==> config.mk <==
export PLATFORM = sky130hd
export DESIGN_NAME = tse_divider
export DESIGN_NICKNAME = d
export VERILOG_FILES = /design/src/hw/rtl/tse_pkg.sv /design/src/hw/rtl/tse_divider.sv
export SDC_FILE = /design/constraint.sdc
export NUM_CORES = 1
export LEC_CHECK = 0
export ABC_AREA = 1
export ABC_CLOCK_PERIOD_IN_PS = 5530
export BUFFER_PORTS_ARGS = -buffer_cell sky130_fd_sc_hd__buf_2
export CORE_AREA = 8 8 91 84
export DETAILED_ROUTE_END_ITERATION = 10
export DIE_AREA = 0 0 99 92
export GPL_ROUTABILITY_DRIVEN = 0
export PLACE_DENSITY_LB_ADDON = 0.08
export SLEW_MARGIN = 0
export SYNTH_ARGS = -nofsm -noshare
export SYNTH_HDL_FRONTEND = slang
export SYNTH_SLANG_ARGS = --single-unit
==> constraint.sdc <==
create_clock -name clk -period 5.53 [get_ports clk]
set_clock_uncertainty 0.1 [all_clocks]
set_input_delay 0.553 -clock clk [delete_from_list [all_inputs] [get_ports clk]]
set_output_delay 0.553 -clock clk [all_outputs]
set_load 0.05 [all_outputs]
==> src/hw/rtl/tse_pkg.sv <==
package tse_pkg;

	localparam int MAP_ENTRIES_DEF      = 4096;
	localparam int TILE_NUMBER_BITS_DEF = 15;

	localparam int DIV_W = 16;
	localparam int IDX_W = 18;

	localparam logic [2:0] MODE_WRITE    = 3'd0;
	localparam logic [2:0] MODE_READ     = 3'd1;
	localparam logic [2:0] MODE_FILL     = 3'd2;
	localparam logic [2:0] MODE_SCROLL_X = 3'd3;
	localparam logic [2:0] MODE_SCROLL_Y = 3'd4;
	localparam logic [2:0] MODE_SET_POS  = 3'd5;
	localparam logic [2:0] MODE_FETCH    = 3'd6;

	localparam logic [1:0] STATUS_OK     = 2'd0;
	localparam logic [1:0] STATUS_RANGE  = 2'd1;
	localparam logic [1:0] STATUS_OFFSET = 2'd2;

	localparam logic [2:0] REG_MAP_W    = 3'd0;
	localparam logic [2:0] REG_MAP_H    = 3'd1;
	localparam logic [2:0] REG_TILE_W   = 3'd2;
	localparam logic [2:0] REG_TILE_H   = 3'd3;
	localparam logic [2:0] REG_SCREEN_W = 3'd4;
	localparam logic [2:0] REG_SCREEN_H = 3'd5;
	localparam logic [2:0] REG_SHEET    = 3'd6;

	typedef struct packed {
		logic              start;
		logic [DIV_W-1:0] dividend;
		logic [DIV_W-1:0] divisor;
	} div_req_t;

	typedef struct packed {
		logic              done;
		logic [DIV_W-1:0] quo;
		logic [DIV_W-1:0] rem;
	} div_rsp_t;

endpackage

==> src/hw/rtl/tse_divider.sv <==
module tse_divider
	import tse_pkg::*;
(
	input  logic     clk,
	input  logic     arst_n,
	input  div_req_t req,
	output div_rsp_t rsp
);

	localparam int CW = $clog2(DIV_W + 1);

	logic [DIV_W-1:0] rem_q;
	logic [DIV_W-1:0] quo_q;
	logic [DIV_W-1:0] den_q;
	logic [CW-1:0]    cnt_q;
	logic             busy_q;
	logic             done_q;
	logic [DIV_W:0]   shifted;
	logic [DIV_W:0]   trial;

	assign shifted = {rem_q, quo_q[DIV_W-1]};
	assign trial   = shifted - {1'b0, den_q};

	always_ff @(posedge clk or negedge arst_n) begin
		if (!arst_n) begin
			rem_q  <= '0;
			quo_q  <= '0;
			den_q  <= '0;
			cnt_q  <= '0;
			busy_q <= 1'b0;
			done_q <= 1'b0;
		end else begin
			done_q <= 1'b0;
			if (req.start) begin
				rem_q  <= '0;
				quo_q  <= req.dividend;
				den_q  <= req.divisor;
				cnt_q  <= CW'(DIV_W);
				busy_q <= 1'b1;
			end else if (busy_q) begin
				if (!trial[DIV_W]) begin
					rem_q <= trial[DIV_W-1:0];
					quo_q <= {quo_q[DIV_W-2:0], 1'b1};
				end else begin
					rem_q <= shifted[DIV_W-1:0];
					quo_q <= {quo_q[DIV_W-2:0], 1'b0};
				end
				cnt_q <= cnt_q - CW'(1);
				if (cnt_q == CW'(1)) begin
					busy_q <= 1'b0;
					done_q <= 1'b1;
				end
			end
		end
	end

	assign rsp.done = done_q;
	assign rsp.quo  = quo_q;
	assign rsp.rem  = rem_q;

endmodule

==> flow_summary.toml <==
[run_status]
status = "finished clean"

[timing]
fmax_ghz = 0.4257
setup_violations = 0
rsz0062_at_grt = "no"
worst_pin_slew_ps = 840.8
slew_headroom_pct = 43.95
hold_viol_final = 0
fin_setup_tns_ps = 0
finalCritPeriodShare_pct = 42.48
fin_hold_ws_ps = 246.6
drv_slew = 0
finalCriticalPeriod_ps = 2349

[synth]
ys_types = 37
synth_top_family_by_area = "simple AND/OR/NAND/NOR gates"
synth-seq-cells = 55
synth-edff-count = 0
seq_area_frac_synth_pct = 38.80
synth.top_cell.area_share_pct = 38.80
yosys.area_share.simple_pct = 31.22
synthFlopType = "dfrtp_1"
synthAdderAreaFrac_pct = 6.914
synthXorXnorAreaFrac_pct = 1.728
synth_nets = 541
synthArstFlopShare_pct = 100.0
synth_top_cell_by_area = "dfrtp_1"
yosys_warnings = 0
synth.avg_cell_area_um2 = 7.284
synth_cells = 487
synth_compound_area_share_pct = 9.383
synth_area_mm2 = 0.003547
synth_mux_area_share_pct = 0
synth.area.top_cells = "dfrtp_1 39%, nand2_1 19%, inv_1 9.4%"

[detailed_routing]
ant_nets = 0
drcViolationCount = 0
routed_wl_mm = 8.158
drt_iter0_markers = 146
num_vias = 3166
wl_per_cell_um = 13.12
viasPerCell = 5.090
drtPass1Iterations = 4

[power]
vdd_ir_drop_max_mv = 0.2340
p_per_area_mw_per_mm2 = 480.5
power_leakage_uw = 0.002343

[floorplan]
die_height_um = 92
die_x_um = 99
initial_core_util_pct = 58.66
row_count = 27
core_area_mm2 = 0.006047
die-area_mm2 = 0.009108
io_pins = 68

[setup_path]
reg2reg_depth = 16
cp.required_ps = 5660
crit_chain = "inv_1, ha_1, inv_1, fa_1, nand2_1, nand2_2, nand3_2, nand2_2, nand2_4, nand2_4, nand2_4, nand2_4, nand2_1, nand2_1, nand2_1, nand2_1"
crit_path_frequent_cell = "nand2_1"
crit_start = "quo_q[15]$_DFFE_PN0P_"
cpPeakStageDelay_ps = 410
crit_arrival_ps = 2480
rr_startpoint = "quo_q[15]$_DFFE_PN0P_"
critical_path_class = "reg -> reg"
endpoint_kind = "flop"
crit_fanout = 16
cp_slowest_cell = "fa_1"
startpoint_type = "flop"

[grt]
grt_pass1_vias = 3233
grt_pass1_wl_mm = 14.40
grt_max_degree = 56
antenna_found_initial = 0
grt_use_total_pct = 19.01
grt-ovfl-total = 0

[final_layout]
antennaDiodeCount = 0
drive_gt1_share_pct = 19.45
area_delta_synth_final_pct = 12.87
fill_cells = 539
nNetsFinal = 603

[cts]
htree_levels = 2
clock_latency_ps = 320
cts_tree = "yes"
ctsHoldBuffers = 0
cts.sinks = 55
clock-root-buffer = "clkbuf_8"
cts_buffers = 5
clkTransAtPathRegs_ps = 110
clock_path_buffers = 2
post-cts-setup-buffers = 0
cts_resized = 0

[place]
hpwlAfterDp_mm = 6.042
io_buffers = 67

[worst_hold_path]
min_path_type = "in -> async"

[flow_run]
cap_violations = 0
-- metrics by stage --
step / util (%) / instances / instance area, um2 / power, uW / worst slack (ps)
final: 66.21 / 622 / 4004 / 1924 / 3181
after global routing: 66.21 / 622 / 4004 / 2092 / 3006
after CTS: 66.21 / 622 / 4004 / 1938 / 3176
after detailed placement: 64.70 / 614 / 3913 / 1701 / 3143
after global placement: 64.70 / 614 / 3913 / 1679 / 3188
after floorplan: - / 487 / 3547 / 1485 / 3134
-- power by group --
group          switching [uW]  internal (uW)
registers                65.9            481
clock network             142           91.1
logic                     792            352
-- placed cells by master (no fill, tap or decap) --
cell type	n
o211ai_1	5
xnor2_1	6
clkbuf_8	5
o22ai_1	1
nor4_1	1
nor3_1	2
nand2_4	5
ha_1	18
buf_4	3
clkinv_2	1
fa_1	1
o21bai_2	1
clkinv_4	1
dfrtp_1	55
o21bai_1	1
a21oi_4	1
o221ai_1	10
or2_1	1
a21o_1	1
o21ai_0	20
nor3_4	1
inv_1	89
a21oi_1	10
and2_1	2
inv_6	1
nand2_1	176
xor2_1	1
a21oi_2	1
buf_2	67
nand3b_1	4
nand3_1	24
nand4_1	2
nand2_2	12
nor2_2	2
nor2_1	13
nand3_2	4
inv_2	2
-- per-layer routing --
layer / GRT usage [%] / part of all wire [%]
met5: 0 / 0
met4: 5.875 / 1.3
met3: 4.834 / 6.1
met2: 33.01 / 47
met1: 22.53 / 45
-- synthesized netlist by cell type, types with 2 or more instances --
cell type and n:
a21oi_1 10, and2_1 2, buf_2 3, clkbuf_1 8, dfrtp_1 55, ha_1 18, inv_1 89, inv_2 2
nand2_1 176, nand2_2 12, nand2_4 5, nand3_1 24, nand3_2 4, nand3b_1 4, nand4_1 2, nor2_1 13
nor2_2 2, nor3_1 2, o211ai_1 5, o21ai_0 20, o221ai_1 10, xnor2_1 6
-- worst max-delay path: cells and delay by family, from the launching register on --
kind          cells  cell delay [ps]
fa+ha+maj         2              560
buf+inv           2              160
flops             1              390
simple gates     12             1050
-- worst paths after layout --
kind	endpoint	slack, ps
max	rem_q[13]$_DFFE_PN0P_	3180
min	rem_q[4]$_DFFE_PN0P_	250
max reg2reg	rem_q[13]$_DFFE_PN0P_	3180
min reg2reg	cnt_q[3]$_DFFE_PN0P_	380
max in group asynchronous	den_q[11]$_DFFE_PN0P_	4620
min in group clk	den_q[13]$_DFFE_PN0P_	330
-- flip-flops by register name, summed over array words and instances (netlist names) --
name and cells:
rem_q 16, cnt_q 5, busy_q 1, done_q 1, den_q 16, quo_q 16
-- cell families after synthesis --
kind of cell    Yosys count
xor+xnor                  7
simple gates            249
flops                    55
buf+inv                 106
fa+ha+maj                19
compound gates           51
-- layout make-up --
cell class              count  area [um2]  share of cell area (%)
inverters                  91       341.6                   8.531
flip-flops and latches     55        1376                   34.37
clock buffers               5       68.82                   1.719
repair buffers             70       357.8                   8.937
clock inverters             3       22.52                  0.5625
multi-input cells         326        1747                   43.63
well taps                  72       90.09                   2.250
No activity file was read; power rests on OpenSTA's default activity.
